<file path="config.mk">
export PLATFORM = sky130hd
export DESIGN_NAME = ppc_mem_access_window_decode
export DESIGN_NICKNAME = d
export VERILOG_FILES = /design/src/rtl/pmawd_pkg.sv /design/src/rtl/pmawd_decode.sv /design/src/rtl/ppc_mem_access_window_decode.sv
export SDC_FILE = /design/constraint.sdc
export NUM_CORES = 1
export LEC_CHECK = 0
export BUFFER_PORTS_ARGS = -buffer_cell sky130_fd_sc_hd__buf_4
export CORE_ASPECT_RATIO = 1.1
export CORE_UTILIZATION = 40
export CTS_BUF_LIST = sky130_fd_sc_hd__clkbuf_4
export DETAILED_ROUTE_END_ITERATION = 8
export GPL_ROUTABILITY_DRIVEN = 0
export GPL_TIMING_DRIVEN = 0
export PLACE_DENSITY = 0.7
export SLEW_MARGIN = 30
export SYNTH_ARGS = -nofsm -noshare
export SYNTH_HDL_FRONTEND = slang
export SYNTH_SLANG_ARGS = --single-unit
</file>
<file path="constraint.sdc">
create_clock -name clk -period 12 [get_ports clk]
set_input_delay 1.2 -clock clk [delete_from_list [all_inputs] [get_ports clk]]
set_output_delay 1.2 -clock clk [all_outputs]
set_load 0.05 [all_outputs]
</file>
<file path="src/rtl/pmawd_pkg.sv">
// Package for the PowerPC memory access window decoder.
// Holds the request and response types, the opcode lists and the opcode lookup functions.
// Depends on nothing.
package pmawd_pkg;

	typedef struct packed {
		logic [31:0] instruction_word;
		logic [63:0] base_reg_value;
		logic [63:0] index_reg_value;
	} req_t;

	typedef struct packed {
		logic [63:0] effective_address;
		logic [7:0]  access_length;
	} rsp_t;

	// Length and the low address bits kept after alignment.
	typedef struct packed {
		logic [7:0] len;
		logic [6:0] keep;
	} xinfo_t;

	localparam logic [7:0] LEN_NONE  = 8'd0;
	localparam logic [7:0] LEN_BYTE  = 8'd1;
	localparam logic [7:0] LEN_HALF  = 8'd2;
	localparam logic [7:0] LEN_WORD  = 8'd4;
	localparam logic [7:0] LEN_DWORD = 8'd8;
	localparam logic [7:0] LEN_VEC   = 8'd16;
	localparam logic [7:0] LEN_LINE  = 8'd128;

	localparam logic [6:0] KEEP_ALL   = 7'h7f;
	localparam logic [6:0] KEEP_HALF  = 7'h7e;
	localparam logic [6:0] KEEP_WORD  = 7'h7c;
	localparam logic [6:0] KEEP_VEC   = 7'h70;
	localparam logic [6:0] KEEP_LINE  = 7'h00;

	localparam logic [5:0] PRI_XFORM  = 6'd31;
	localparam logic [5:0] PRI_LMW    = 6'd46;
	localparam logic [5:0] PRI_STMW   = 6'd47;
	localparam logic [5:0] PRI_DS_LD  = 6'd58;
	localparam logic [5:0] PRI_DS_STD = 6'd62;
	localparam logic [1:0] DS_SUB_LWA = 2'd2;
	localparam logic [5:0] LMW_WORDS  = 6'd32;

	localparam logic [7:0][5:0] PRI_LEN4 = {6'd32, 6'd33, 6'd36, 6'd37,
		6'd48, 6'd49, 6'd52, 6'd53};
	localparam logic [3:0][5:0] PRI_LEN1 = {6'd34, 6'd35, 6'd38, 6'd39};
	localparam logic [5:0][5:0] PRI_LEN2 = {6'd40, 6'd41, 6'd42, 6'd43, 6'd44, 6'd45};
	localparam logic [3:0][5:0] PRI_LEN8 = {6'd50, 6'd51, 6'd54, 6'd55};

	localparam logic [5:0][9:0] XO_LEN1 = {10'd87, 10'd119, 10'd215, 10'd247,
		10'd7, 10'd135};
	localparam logic [7:0][9:0] XO_LEN2 = {10'd279, 10'd311, 10'd343, 10'd375,
		10'd407, 10'd439, 10'd790, 10'd918};
	localparam logic [14:0][9:0] XO_LEN4 = {10'd23, 10'd55, 10'd341, 10'd373,
		10'd151, 10'd183, 10'd534, 10'd662, 10'd535, 10'd567, 10'd663, 10'd695,
		10'd983, 10'd20, 10'd150};
	localparam logic [11:0][9:0] XO_LEN8 = {10'd21, 10'd53, 10'd149, 10'd181,
		10'd532, 10'd660, 10'd599, 10'd631, 10'd727, 10'd759, 10'd84, 10'd214};
	localparam logic [1:0][9:0] XO_ELEM_HALF = {10'd39, 10'd167};
	localparam logic [1:0][9:0] XO_ELEM_WORD = {10'd71, 10'd199};
	localparam logic [11:0][9:0] XO_VEC = {10'd103, 10'd359, 10'd231, 10'd487,
		10'd519, 10'd583, 10'd647, 10'd711, 10'd775, 10'd839, 10'd903, 10'd967};
	localparam logic [9:0] XO_DCBZ = 10'd1014;

	// Length of a fixed-length D-form access, or none.
	function automatic logic [7:0] pri_len(input logic [5:0] pri);
		logic [7:0] len;
		len = LEN_NONE;
		for (int i = 0; i < 8; i++) begin
			if (pri == PRI_LEN4[i]) len = LEN_WORD;
		end
		for (int i = 0; i < 4; i++) begin
			if (pri == PRI_LEN1[i]) len = LEN_BYTE;
			if (pri == PRI_LEN8[i]) len = LEN_DWORD;
		end
		for (int i = 0; i < 6; i++) begin
			if (pri == PRI_LEN2[i]) len = LEN_HALF;
		end
		return len;
	endfunction

	// Length and alignment of an indexed access, by extended opcode.
	function automatic xinfo_t xform_info(input logic [9:0] xo);
		xinfo_t info;
		info.len  = LEN_NONE;
		info.keep = KEEP_ALL;
		for (int i = 0; i < 6; i++) begin
			if (xo == XO_LEN1[i]) info.len = LEN_BYTE;
		end
		for (int i = 0; i < 8; i++) begin
			if (xo == XO_LEN2[i]) info.len = LEN_HALF;
		end
		for (int i = 0; i < 15; i++) begin
			if (xo == XO_LEN4[i]) info.len = LEN_WORD;
		end
		for (int i = 0; i < 12; i++) begin
			if (xo == XO_LEN8[i]) info.len = LEN_DWORD;
			if (xo == XO_VEC[i]) begin
				info.len  = LEN_VEC;
				info.keep = KEEP_VEC;
			end
		end
		for (int i = 0; i < 2; i++) begin
			if (xo == XO_ELEM_HALF[i]) begin
				info.len  = LEN_HALF;
				info.keep = KEEP_HALF;
			end
			if (xo == XO_ELEM_WORD[i]) begin
				info.len  = LEN_WORD;
				info.keep = KEEP_WORD;
			end
		end
		if (xo == XO_DCBZ) begin
			info.len  = LEN_LINE;
			info.keep = KEEP_LINE;
		end
		return info;
	endfunction

endpackage

</file>
<file path="src/rtl/pmawd_decode.sv">
// Combinational decode of one instruction into its memory window.
// Uses the types and opcode functions of pmawd_pkg.
module pmawd_decode (
	input  pmawd_pkg::req_t req,
	output pmawd_pkg::rsp_t rsp
);
	import pmawd_pkg::*;

	logic [5:0]  primary;
	logic [4:0]  ra;
	logic [4:0]  rt;
	logic [63:0] base;
	logic [63:0] disp_ext;
	logic [63:0] ds_ext;
	logic [63:0] addend;
	logic [63:0] sum;
	logic [7:0]  len;
	logic [6:0]  keep;
	xinfo_t      xinfo;

	assign primary  = req.instruction_word[31:26];
	assign rt       = req.instruction_word[25:21];
	assign ra       = req.instruction_word[20:16];
	assign base     = (ra == 5'd0) ? 64'd0 : req.base_reg_value;
	assign disp_ext = {{48{req.instruction_word[15]}}, req.instruction_word[15:0]};
	assign ds_ext   = {{48{req.instruction_word[15]}}, req.instruction_word[15:2], 2'b00};
	assign xinfo    = xform_info(req.instruction_word[10:1]);

	always_comb begin
		addend = disp_ext;
		keep   = KEEP_ALL;
		unique case (primary)
			PRI_LMW, PRI_STMW: begin
				len = {LMW_WORDS - {1'b0, rt}, 2'b00};
			end
			PRI_DS_LD: begin
				addend = ds_ext;
				len    = (req.instruction_word[1:0] == DS_SUB_LWA) ? LEN_WORD : LEN_DWORD;
			end
			PRI_DS_STD: begin
				addend = ds_ext;
				len    = LEN_DWORD;
			end
			PRI_XFORM: begin
				addend = req.index_reg_value;
				len    = xinfo.len;
				keep   = xinfo.keep;
			end
			default: begin
				len = pri_len(primary);
			end
		endcase
	end

	assign sum = base + addend;

	assign rsp.access_length     = len;
	assign rsp.effective_address = (len == LEN_NONE) ? 64'd0 : {sum[63:7], sum[6:0] & keep};

endmodule

</file>
<file path="src/rtl/ppc_mem_access_window_decode.sv">
// A request is held in the input register, then its decoded window in the result register.
// Throughput: one request per cycle unless rsp_ready stalls; the input register advances
// when empty or when the result register advances, which it does when empty or drained.
// Decode and the single 64-bit address add sit between the two registers.
// Reset clears both valid flags; payload registers are not reset.
module ppc_mem_access_window_decode (
	input  logic            clk,
	input  logic            arst_n,
	input  logic            req_valid,
	output logic            req_ready,
	input  pmawd_pkg::req_t req,
	output logic            rsp_valid,
	input  logic            rsp_ready,
	output pmawd_pkg::rsp_t rsp
);
	import pmawd_pkg::*;

	logic valid_s1;
	logic valid_s2;
	req_t req_s1;
	rsp_t rsp_s2;
	rsp_t rsp_next;
	logic adv_s2;
	logic adv_s1;

	pmawd_decode u_decode (
		.req(req_s1),
		.rsp(rsp_next)
	);

	assign adv_s2    = !valid_s2 || rsp_ready;
	assign adv_s1    = !valid_s1 || adv_s2;
	assign req_ready = adv_s1;
	assign rsp_valid = valid_s2;
	assign rsp       = rsp_s2;

	always_ff @(posedge clk or negedge arst_n) begin
		if (!arst_n) begin
			valid_s1 <= 1'b0;
			valid_s2 <= 1'b0;
		end else begin
			if (adv_s1) valid_s1 <= req_valid;
			if (adv_s2) valid_s2 <= valid_s1;
		end
	end

	always_ff @(posedge clk) begin
		if (adv_s1 && req_valid) req_s1 <= req;
		if (adv_s2 && valid_s1) rsp_s2 <= rsp_next;
	end

endmodule

</file>
# Word level (Yosys, flattened, before mapping)
# Index checks and enable logic that the tools add are counted.
[word_totals]
register_bits = 234
[classes]
add_sub_neg = 2
n_eq_ne = 86
mux = 85
n_bitwise = 1
reduce_logical = 10
[op_table]
columns = ["cell", "count"]
rows = [
  ["equality test 10 bit (second input constant)", 24],
  ["2-to-1 mux 12 bit", 16],
  ["equality test 6 bit (second input constant)", 26],
  ["one-hot mux 64 bit (2 select lines)", 1],
  ["equality test 10 x 8 -> 1 bit (second input constant)", 12],
  ["equality test 10 x 9 -> 1 bit (second input constant)", 10],
  ["2-to-1 mux 3 bit", 24],
  ["adder 64 bit", 1],
  ["2-to-1 mux 64 bit", 1],
  ["2-to-1 mux 4 bit", 15],
  ["2-to-1 mux 5 bit", 11],
  ["equality test 10 x 7 -> 1 bit (second input constant)", 5],
  ["one-hot mux 8 bit (4 select lines)", 1],
  ["equality test 10 x 5 -> 1 bit (second input constant)", 3],
  ["equality test 10 x 6 -> 1 bit (second input constant)", 3],
  ["2-to-1 mux 2 bit", 8],
  ["2-to-1 mux 15 bit", 1],
  ["equality test 10 x 3 -> 1 bit (second input constant)", 1],
  ["zero test 8 bit", 1],
  ["bitwise AND 7 bit", 1],
  ["2-to-1 mux 7 bit", 1],
  ["equality test 6 x 5 -> 1 bit (second input constant)", 1],
  ["2-to-1 mux 1 bit", 6],
  ["subtractor 6 x 5 -> 6 bit (first input constant)", 1],
  ["6 further kinds", 10],
]

# Depth between registers and ports, before layout
# Gate-level depths: netlist of run 1.
[depth]
word_depth = 61
depth_mapped = 18
mapped_depth_nobuf = 16

# Cells and area by module
# From an unflattened synthesis of run 1, not the netlist that was laid out.
[unflattened]
cells_unflattened = 1092
area_unflattened_um2 = 12663.4
[by_module_without_submodules]
columns = ["mod", "instances", "cells_each", "area_each_um2"]
rows = [
  ["ppc_mem_access_window_decode", 1, 240, 7070.5],
  ["pmawd_decode", 1, 852, 5592.9],
]

# Worst setup path after synthesis of run 1
# No wires, ideal clock.
[synth_path]
path_type = "input -> register"
startpoint = "input port rsp_ready"
endpoint = "register req_s1[0] (netlist name), enable pin"
t_arrival_ns = 5.388
required_time_ns = 11.462
path_slack_ns = 6.073
path_stages = 2
n_path_buf = 0
cell_sequence = "nand3b_1 -> and2_1"
[synth_via]
elab_chain_cells = 3
[synth_rtl]
columns = ["item", "line", "rtl"]
rows = [
  ["start: declaration", "ppc_mem_access_window_decode.sv:13", "input logic rsp_ready,"],
  ["logical OR 1 bit", "ppc_mem_access_window_decode.sv:31", "assign adv_s2 = !valid_s2 || rsp_ready;"],
  ["logical OR 1 bit", "ppc_mem_access_window_decode.sv:32", "assign adv_s1 = !valid_s1 || adv_s2;"],
  ["logical AND 1 bit", "ppc_mem_access_window_decode.sv:48", "if (adv_s1 && req_valid) req_s1 <= req;"],
  ["end signal: assignment", "ppc_mem_access_window_decode.sv:48", ""],
  ["end: declaration", "ppc_mem_access_window_decode.sv:20", "req_t req_s1;"],
]
# No other way between the ends.
# A chain may end at the register's enable or synchronous reset.

# Final worst setup path of run 1
[layout_path]
startpoint = "register req_s1[157] (netlist name)"
endpoint = "register rsp_s2 (netlist bit rsp[67]), data pin"
[layout_via]
elab_chain_cells = 25
elab_cells_between_ends = 55
classes_between = "add/sub: 1; eq/ne: 27; mux: 24; reduce/logical: 3"
[layout_rtl]
columns = ["item", "line", "rtl"]
rows = [
  ["equality test 6 bit", "pmawd_pkg.sv:71", "if (pri == PRI_LEN4[i]) len = LEN_WORD;"],
  ["2-to-1 mux 3 bit (8 in series)", "pmawd_pkg.sv:71", ""],
  ["2-to-1 mux 3 bit", "pmawd_pkg.sv:74", "if (pri == PRI_LEN1[i]) len = LEN_BYTE;"],
  ["2-to-1 mux 4 bit", "pmawd_pkg.sv:75", "if (pri == PRI_LEN8[i]) len = LEN_DWORD;"],
  ["2-to-1 mux 4 bit", "pmawd_pkg.sv:74", ""],
  ["2-to-1 mux 4 bit", "pmawd_pkg.sv:75", ""],
  ["2-to-1 mux 4 bit", "pmawd_pkg.sv:74", ""],
  ["2-to-1 mux 4 bit", "pmawd_pkg.sv:75", ""],
  ["2-to-1 mux 4 bit", "pmawd_pkg.sv:74", ""],
  ["2-to-1 mux 4 bit", "pmawd_pkg.sv:75", ""],
  ["2-to-1 mux 4 bit (6 in series)", "pmawd_pkg.sv:78", "if (pri == PRI_LEN2[i]) len = LEN_HALF;"],
  ["one-hot mux 8 bit (4 select lines)", "pmawd_decode.sv:32", "unique case (primary)"],
  ["zero test 8 bit", "pmawd_decode.sv:58", "assign rsp.effective_address = (len == LEN_NONE) ? 64'd0 : {sum[63:7], sum[6:0] & keep};"],
  ["end signal: assignment", "ppc_mem_access_window_decode.sv:49", "if (adv_s2 && valid_s1) rsp_s2 <= rsp_next;"],
  ["end: declaration", "ppc_mem_access_window_decode.sv:21", "rsp_t rsp_s2;"],
]
# Several ways; a longest one is shown, not always the timed one.

==> reports/results.ini, run 1 <==
[final_layout]
finalCoreUtilization_pct=51.3
final_cells=1910
syn_to_final_growth_pct=25.2
num-nets-final=1675
fillers=2784
drive_above_1_share_pct=26.5

[synth]
ys_ff_latch=234
synth_top_flop_cell=edfxtp_1
synthSimpleGateAreaFrac_pct=15.3
yosysSeqAreaShare_pct=54.3
synthAdderAreaFrac_pct=6.35
yosys-top-cells-area=edfxtp_1, ha_1, a21o_1
synth_top_area_share_pct=53.9
yosys.cell_types.count=75
yosys-top-cells-count=edfxtp_1, nand2_1, nor2_1
synth_compound_area_share_pct=15.8
synth_top_family_by_area=compound AO/OA/AOI/OAI gates
synthArstFlopShare_pct=0.855
synth_edf_count=232
avgSynthCellArea_sq_um=11.4
synth_top_cell_by_area=edfxtp_1
ys_warn_count=0
synth_cells=1137
synth_xor_area_share_pct=3.46
synth_most_common_cell=edfxtp_1
syn_nets=1366
synth.cell_area_sq_mm=0.0129
synth.area.mux_share_pct=1.82

[flow_run]
cap_violations=0

[power_and_ir_drop]
ir_drop_uv=82.0
p_int_w=0.00163
cellLeakagePower_nw=6.76
pwr-share-comb_pct=25.2
p_clk_share_pct=32.0
powerDensity_mw_per_mm2=146
p_seq_share_pct=42.9
p_sw_w=0.000739
swShare_pct=31.2
finalPower_w=0.00237

[clocking]
cts_tree=built
clk_pin_slew_worst_paths_ns=0.06
htreeDepth=3
clock_latency_ns=0.70
root_buffer=clkbuf_4
ctsHoldBuffers=0
cts-resized-gates=0
clk_path_buf_depth=3
cts_buffers=66
cts_sinks=234
cts_setup_buffers=0

[worst_setup_path]
cp-end-kind=register
crit_top_cell=clkbuf_1
critPathMaxStageDelay_ns=0.71
worst_setup_path_start_kind=register
required_ns=12.44
reg2reg_depth=16
cp_max_fo=10
path_cells=nand2_1 > nor4_1 > clkbuf_1 > clkbuf_1 > clkbuf_1 > o21ai_0 > ha_1 > a21oi_1 > nand3_1 > a2111oi_2 > nor3_1 > o211ai_2 > a2111oi_0 > or2_1 > or3b_1 > and4_1
critPathSlowestCell=clkbuf_1
arrival_ns=6.77
crit_type=register to register

[placement]
dpl.hpwl_microns=25700
dp_cells=1798
pre_cts_ws_ns=5.79
port_buffers=237

[detailed_routing]
ant_nets=0
vias_per_cell=5.33
wirelength_microns=34300
vias=10200
dr.pass1.iters=5
drc=0
drt_iter0_drc=1109
wl_per_cell_microns=17.9

[floorplanning]
fp-row-count=68
die_x_microns=173
die_h_microns=191
io_pins=238
initial_core_util_pct=40.9
core_sq_mm=0.0316
die_area_sq_mm=0.0330

[worst_hold_path]
hold_class=input pin to asynchronous set/reset pin

[global_routing]
grt_pass1_wl_microns=53000
gr-total-overflow=0
grt.total_usage_pct=20.7
antenna_found_initial=1
grt_pass1_vias=10200
grt_max_degree=49

[outcome]
outcome=complete, no violations

[sta]
tightest_slew_ns=0.855
fmax_ghz=0.158
clock_skew_ns=0.0539
setup_viol=0
relSlewSlack_pct=43.0
slew_violations=0
setup_ws_ns=5.68
finalCritPeriodShare_pct=52.7
rsz0062_at_grt=false
finalSetupTns_ns=0
period_needed_ns=6.32
hold_viol=0

-- state kept, by name, summed over array words and instances, names as in the netlist --
register	flops
rsp_valid	1
valid_s1	1
req_s1	160
rsp	72
-- logic make-up (layout without fill, tap and decap cells) --
kind of cell | after synthesis | count (layout)
xor gates and xnor gates | 51 | 51
muxes | 22 | 22
AOI/OAI and AO/OA | 304 | 304
buffers and inverters | 84 | 436
and+or+nand+nor | 377 | 377
DFF | 234 | 234
other | 0 | 1
adders and majority gates | 65 | 65
-- through the flow --
stage          hold slack (ns)  instance area (sq um)
4_1_cts                  0.211                  16200
6_report                 0.282                  16200
3_3_place_gp             0.466                  15200
3_5_place_dp             0.482                  15300
2_1_floorplan            0.449                  12900
5_1_grt                  0.232                  16200
-- routing by layer --
layer	wire, microns	global-route usage, %	vias to the layer above
li1	-	-	4897
met1	14300	25.4	4792
met2	16900	35.5	410
met3	1970	3.79	87
met4	1120	8.95	0
met5	0	0	-
-- final timing paths --
check,start,end,slack [ns]
worst max-delay path,req_s1[157],rsp[67],5.68
min in group clk,valid_s1,rsp_valid,0.49
worst max register to register,req_s1[157],rsp[67],5.68
max in group asynchronous,arst_n,valid_s1,11.62
worst min register to register,valid_s1,rsp_valid,0.49
worst min-delay path,arst_n,rsp_valid,0.28
-- worst max-delay path: cells and delay by family (launching register included) --
kind	cells	cell delay, ns
flops	1	0.46
buf+inv	3	1.85
compound gates	5	1.59
fa+ha+maj	1	0.28
simple gates	7	1.87
-- cells in the final DEF, fill, tap and decap left out, drive strengths merged, types with 13 or more instances in the layout --
cell	Yosys	routed
inv	29	30
a21o	82	82
nor2	88	88
buf	17	258
nand2	88	88
a21oi	84	84
o21bai	18	18
nand4	21	21
nand2b	14	14
o21ai	46	46
clkinv	0	13
nor2b	68	68
xnor2	28	28
edfxtp	232	232
xor2	23	23
ha	64	64
clkbuf	38	131
nor3	19	19
nand3	18	18
-- power by group through the flow --
stage	combinational (W)	clock, W	sequential [W]
floorplan	0.000301	0	0.00113
global placement	0.000577	0	0.00104
detailed placement	0.000592	0	0.00103
CTS	0.000594	0.000784	0.00102
global route	0.000646	0.000824	0.00102
finish	0.000596	0.000757	0.00102
-- area by class of cell --
cell class,count,area (sq um),area share (%)
well taps,420,526,3.25
multi-input cells,819,5540,34.2
diodes,1,2.50,0.0155
clock buffers,93,698,4.31
flip-flops and latches,234,7020,43.3
inverters,29,109,0.672
plain buffers,55,267,1.65
clock inverters,18,154,0.951
repair buffers,241,1870,11.6
(Power assumes the default switching activity.)
==> run 2: changes to the inputs <==
==> constraint.sdc (replaced) <==
create_clock -name clk -period 6.45 [get_ports clk]
set_input_delay 0.645 -clock clk [delete_from_list [all_inputs] [get_ports clk]]
set_output_delay 0.645 -clock clk [all_outputs]
set_load 0.05 [all_outputs]
==> run 2 against run 1 <==
Effect of this change: first-iteration DRC count decreased by 8.1%; critical endpoint unchanged; combinational power up 86%; clock skew up 0.0012 ns.
==> reports/results.ini, run 2 (synthesized netlist as in run 1, its figures left out) <==
[clocking]
clk_pin_slew_worst_paths_ns=0.07
root_buffer=clkbuf_4
clk_path_buf_depth=3
cts_setup_buffers=0
cts_buffers=66
cts_sinks=234
clock_latency_ns=0.70
htreeDepth=3
cts_tree=built

[worst_setup_path]
crit_top_cell=clkbuf_2
required_ns=6.89
crit_path_end=rsp[67]
path_depth=16
critical_path_buf_inv_count=3
worst_setup_path_start_kind=register
critPathSlowestCell=a2111oi_2
critPathMaxStageDelay_ns=0.64
arrival_ns=6.35
path_cells=nand2_1 > nor4_1 > clkbuf_2 > clkbuf_2 > clkbuf_1 > o21ai_0 > ha_1 > a21oi_1 > nand3_1 > a2111oi_2 > nor3_1 > o211ai_2 > a2111oi_0 > or2_1 > or3b_1 > and4_1
crit_family=simple AND/OR/NAND/NOR gates
cp-end-kind=register
reg2reg_to=rsp[67]
reg2reg_slack_ns=0.55
cp_max_fo=10
reg2reg_depth=16
worstReg2RegStart=req_s1[157]
crit_start=req_s1[157]
crit_type=register to register

[worst_hold_path]
hold_class=input pin to register
holdPathStages=1

[global_routing]
grt_max_degree=49
grt.total_usage_pct=20.7
antenna_found_initial=1
grt_pass1_vias=10300
grt_pass1_wl_microns=53000
gr-total-overflow=0

[placement]
dpl.hpwl_microns=25700
pre_cts_ws_ns=0.243
post_dp_cell_area_sq_mm=0.0153
port_buffers=237

[sta]
slew_violations=0
hold_viol=0
tightest_slew_ns=0.733
fmax_ghz=0.169
setup_viol=0
relSlewSlack_pct=49.9
clock_skew_ns=0.0551
rsz0062_at_grt=false
setup_ws_ns=0.547
finalCritPeriodShare_pct=91.5
period_needed_ns=5.90

[final_layout]
num-nets-final=1676
drive_above_1_share_pct=26.6
largest_reg_flops=160
layout_commonest_cell=buf_4
fillers=2782
syn_to_final_growth_pct=25.3
final_cell_mix=buf_4, edfxtp_1, clkbuf_4
final_cell_area_sq_mm=0.0162
multi_input_area_sq_mm=0.00554
top_register=req_s1
seqCellArea_sq_mm=0.00702

[floorplanning]
initial_core_util_pct=40.9
core_sq_mm=0.0316
die_area_sq_mm=0.0330
die_x_microns=173
io_pins=238
fp-row-count=68
die_h_microns=191

[detailed_routing]
vias_per_cell=5.33
vias=10200
wl_per_cell_microns=17.9
dr.pass1.iters=6
ant_nets=0
drc=0
drt_iter0_drc=1019
wirelength_microns=34300

[power_and_ir_drop]
ir_drop_uv=153
cellLeakagePower_nw=6.77
powerDensity_mw_per_mm2=272

[outcome]
outcome=complete, no violations

[flow_run]
cap_violations=0

==> run 2: cell count changes in the layout (fill, tap and decap cells not counted), sizes merged <==
cell	change
dlygate4sd3	+1
==> run 2: power breakdown <==
group	internal, W	total, W	switching, W
Combinational	0.000413	0.00111	0.000696
Clock	0.000782	0.00141	0.000626
Sequential	0.00184	0.00189	0.0000523
Total	0.00303	0.00441	0.00137
==> run 2: through the flow <==
stage / power, W / TNS [ns] / utilization [%] / hold slack [ns] / std cells
3_5_place_dp: 0.00302 / 0 / 48.6 / 0.431 / 1798
6_report: 0.00441 / 0 / 51.3 / 0.117 / 1911
4_1_cts: 0.00445 / 0 / 51.3 / 0.0500 / 1910
2_1_floorplan: 0.00267 / 0 / - / 0.349 / 1137
3_3_place_gp: 0.00301 / -16.53 / 48.2 / 0.427 / 1794
5_1_grt: 0.00463 / 0 / 51.3 / 0.0751 / 1911
==> run 2: cell type report <==
class                           count  area share (%)
Sequential cell                   234            43.3
Antenna cell                        1          0.0154
Timing Repair Buffer              242            11.6
Clock inverter                     18           0.950
Clock buffer                       93            4.31
Buffer                             55            1.66
Multi-Input combinational cell    819            34.2
Tap cell                          420            3.24
Inverter                           29           0.672
==> run 2: what timing repair did <==
item / CTS / global route
endpoints found under the setup margin: 0 / 10
resized for setup: 0 / 6
hold endpoints to repair: 2 / 0
hold buffers: 1 / 0
==> run 2: worst min path at each step <==
stage             from    endpoint
2_1_floorplan   arst_n   rsp_valid
3_3_place_gp    arst_n   rsp_valid
3_5_place_dp    arst_n   rsp_valid
4_1_cts        req[66]  req_s1[66]
5_1_grt        req[57]  req_s1[57]
6_report       req[57]  req_s1[57]
==> run 2: per-layer routing <==
layer	up-vias	routed length, microns	GRT usage, %
met4	0	1150	8.95
met3	92	2030	3.79
met5	-	0	0
li1	4899	-	-
met2	422	16800	35.6
met1	4779	14200	25.4
==> run 2: worst register-to-register path: stages (launching register included) <==
cell	delay, ns
edfxtp_1	0.46
nand2_1	0.14
nor4_1	0.50
clkbuf_2	0.49
clkbuf_2	0.41
clkbuf_1	0.54
o21ai_0	0.19
ha_1	0.28
a21oi_1	0.19
nand3_1	0.14
a2111oi_2	0.64
nor3_1	0.18
o211ai_2	0.34
a2111oi_0	0.23
or2_1	0.32
or3b_1	0.37
and4_1	0.23
==> run 3: changes to the inputs <==
--- a/config.mk
+++ b/config.mk
@@ -9,6 +9,7 @@
 export CORE_ASPECT_RATIO = 1.1
 export CORE_UTILIZATION = 40
 export CTS_BUF_LIST = sky130_fd_sc_hd__clkbuf_4
+export CTS_CLUSTER_SIZE = 8
 export DETAILED_ROUTE_END_ITERATION = 8
 export GPL_ROUTABILITY_DRIVEN = 0
 export GPL_TIMING_DRIVEN = 0
==> constraint.sdc (replaced) <==
create_clock -name clk -period 5.5 [get_ports clk]
set_input_delay 0.55 -clock clk [delete_from_list [all_inputs] [get_ports clk]]
set_output_delay 0.55 -clock clk [all_outputs]
set_load 0.05 [all_outputs]
==> run 3 against run 2 <==
Effect of this change: utilization grew 2.7 points; clock power grew 9%; clock skew shrank 0.0082 ns; final area grew 5.2%; cell count grew 4.4%; sequential power grew 17%; total power grew 16%; critical endpoint is now rsp[64]; largest cell class unchanged; highest routed layer unchanged.
==> reports/results.ini, run 3 (synthesized netlist as in run 1, its figures left out) <==
[outcome]
outcome=complete, no violations

[sta]
setup_viol=0
setup_ws_ns=0.374
period_needed_ns=5.13
relSlewSlack_pct=52.1
finalCritPeriodShare_pct=93.2
finalSetupTns_ns=0
clock_skew_ns=0.0469
slew_violations=0
tightest_slew_ns=0.718
hold_viol=0
fmax_ghz=0.195
rsz0062_at_grt=false

[global_routing]
grt.total_usage_pct=21.6
grt_max_degree=49
grt_pass1_vias=10700
gr-total-overflow=0
antenna_found_initial=2
grt_pass1_wl_microns=55400

[floorplanning]
io_pins=238
core_sq_mm=0.0316
die_h_microns=191
die_area_sq_mm=0.0330
fp-row-count=68
die_x_microns=173
initial_core_util_pct=40.9

[detailed_routing]
vias=10600
wirelength_microns=36000
wl_per_cell_microns=18.0
ant_nets=0
drt_iter0_drc=995
drc=0
dr.pass1.iters=5
vias_per_cell=5.30

[power_and_ir_drop]
p_seq_share_pct=43.3
p_clk_share_pct=30.1
swShare_pct=31.9
p_sw_w=0.00163
pwr-share-comb_pct=26.6
p_int_w=0.00349
cellLeakagePower_nw=7.12
powerDensity_mw_per_mm2=300
finalPower_w=0.00512
ir_drop_uv=197

[final_layout]
final_cells=1996
final_cell_area_sq_mm=0.0170
num-nets-final=1763
final_cell_mix=buf_4, edfxtp_1, clkbuf_4
syn_to_final_growth_pct=31.9
drive_above_1_share_pct=25.3
top_register=req_s1
layout_commonest_cell=buf_4
largest_reg_flops=160

[placement]
dp_cells=1798
post_dp_cell_area_sq_mm=0.0153
dpl.hpwl_microns=25700
pre_cts_ws_ns=-0.707
port_buffers=237

[clocking]
clk_pin_slew_worst_paths_ns=0.07
clock_latency_ns=0.70
cts_setup_buffers=0
clk_path_buf_depth=3
root_buffer=clkbuf_4
cts_tree=built
htreeDepth=3
cts_sinks=234
cts_buffers=66

[worst_setup_path]
worst_setup_path_start_kind=register
required_ns=5.99
arrival_ns=5.62
critPathMaxStageDelay_ns=0.58
critPathSlowestCell=clkbuf_1
path_cells=nand2_1 > nor4_4 > buf_4 > clkbuf_1 > a22o_1 > ha_1 > inv_1 > fa_1 > nand2b_1 > a21o_1 > a31o_2 > a21o_1 > a211o_1 > a211oi_2 > o21bai_1 > a211o_1 > a211oi_2
crit_type=register to register
cp-end-kind=register
cp_max_fo=10

[flow_run]
cap_violations=0

[worst_hold_path]
hold_class=input pin to register

[run 3: cell count changes in the layout (fill, tap and decap cells not counted), sizes merged]
cell and change:
buf +1, bufinv -2, clkbuf -3, clkinvlp -1
diode +1, dlygate4sd3 +87, inv +2
[run 3: what timing repair did]
action | 4_1_cts | 5_1_grt
hold buffers | 88 | 0
setup endpoints to repair | 32 | 7
gates resized for setup | 7 | 7
hold endpoints to repair | 89 | 0
[run 3: area by class of cell]
| class | instances | area, sq um |
|---|---|---|
| inverter | 29 | 109 |
| fill | 2682 | 14500 |
| clock buffer | 91 | 683 |
| buffer | 55 | 274 |
| tap | 420 | 526 |
| timing repair buffer | 329 | 2760 |
| clock inverter | 17 | 93.8 |
| sequential | 234 | 7020 |
| multi-input combinational | 819 | 5580 |
| antenna | 2 | 5.00 |
[run 3: worst max-delay path, delay by kind of cell, from the launching register on]
kind / cells / cell delay, ns
flops: 1 / 0.46
fa+ha+maj: 2 / 0.56
compound gates: 9 / 2.30
buf+inv: 3 / 0.95
simple gates: 3 / 0.62
[run 3: per-stage QoR]
stage | hold WS, ns | utilization, %
3_3_place_gp | 0.332 | 48.2
4_1_cts | 0.000575 | 53.9
6_report | 0.0479 | 54.0
3_5_place_dp | 0.336 | 48.6
2_1_floorplan | 0.254 | -
5_1_grt | -0.00197 | 54.0
[run 3: worst paths after layout]
kind                             start     endpoint  slack [ns]  cells past startpoint
setup / recovery           req_s1[157]      rsp[64]        0.37                     17
hold / removal                req[152]  req_s1[152]        0.05                      1
setup reg to reg           req_s1[157]      rsp[64]        0.37                     17
hold reg to reg               valid_s1    rsp_valid        0.49                      1
max in group asynchronous       arst_n     valid_s1        5.23                      2
min in group asynchronous       arst_n    rsp_valid        0.17                      2
[run 3: routing by layer]
layer	GRT usage [%]	routed length [microns]	share of wire, %	vias to the layer above
li1	-	-	-	5071
met1	25.6	14600	41	5013
met2	38.6	18400	51	402
met3	3.81	1980	5.5	87
met4	8.92	1060	2.9	0
met5	0	0	0	-
[run 3: power by group through the flow]
| stage | clock network (W) | registers [W] | logic, W |
|---|---|---|---|
| floorplan | 0 | 0.00247 | 0.000658 |
| global placement | 0 | 0.00227 | 0.00126 |
| detailed placement | 0 | 0.00225 | 0.00129 |
| CTS | 0.00158 | 0.00222 | 0.00135 |
| global route | 0.00167 | 0.00223 | 0.00147 |
| finish | 0.00154 | 0.00222 | 0.00136 |
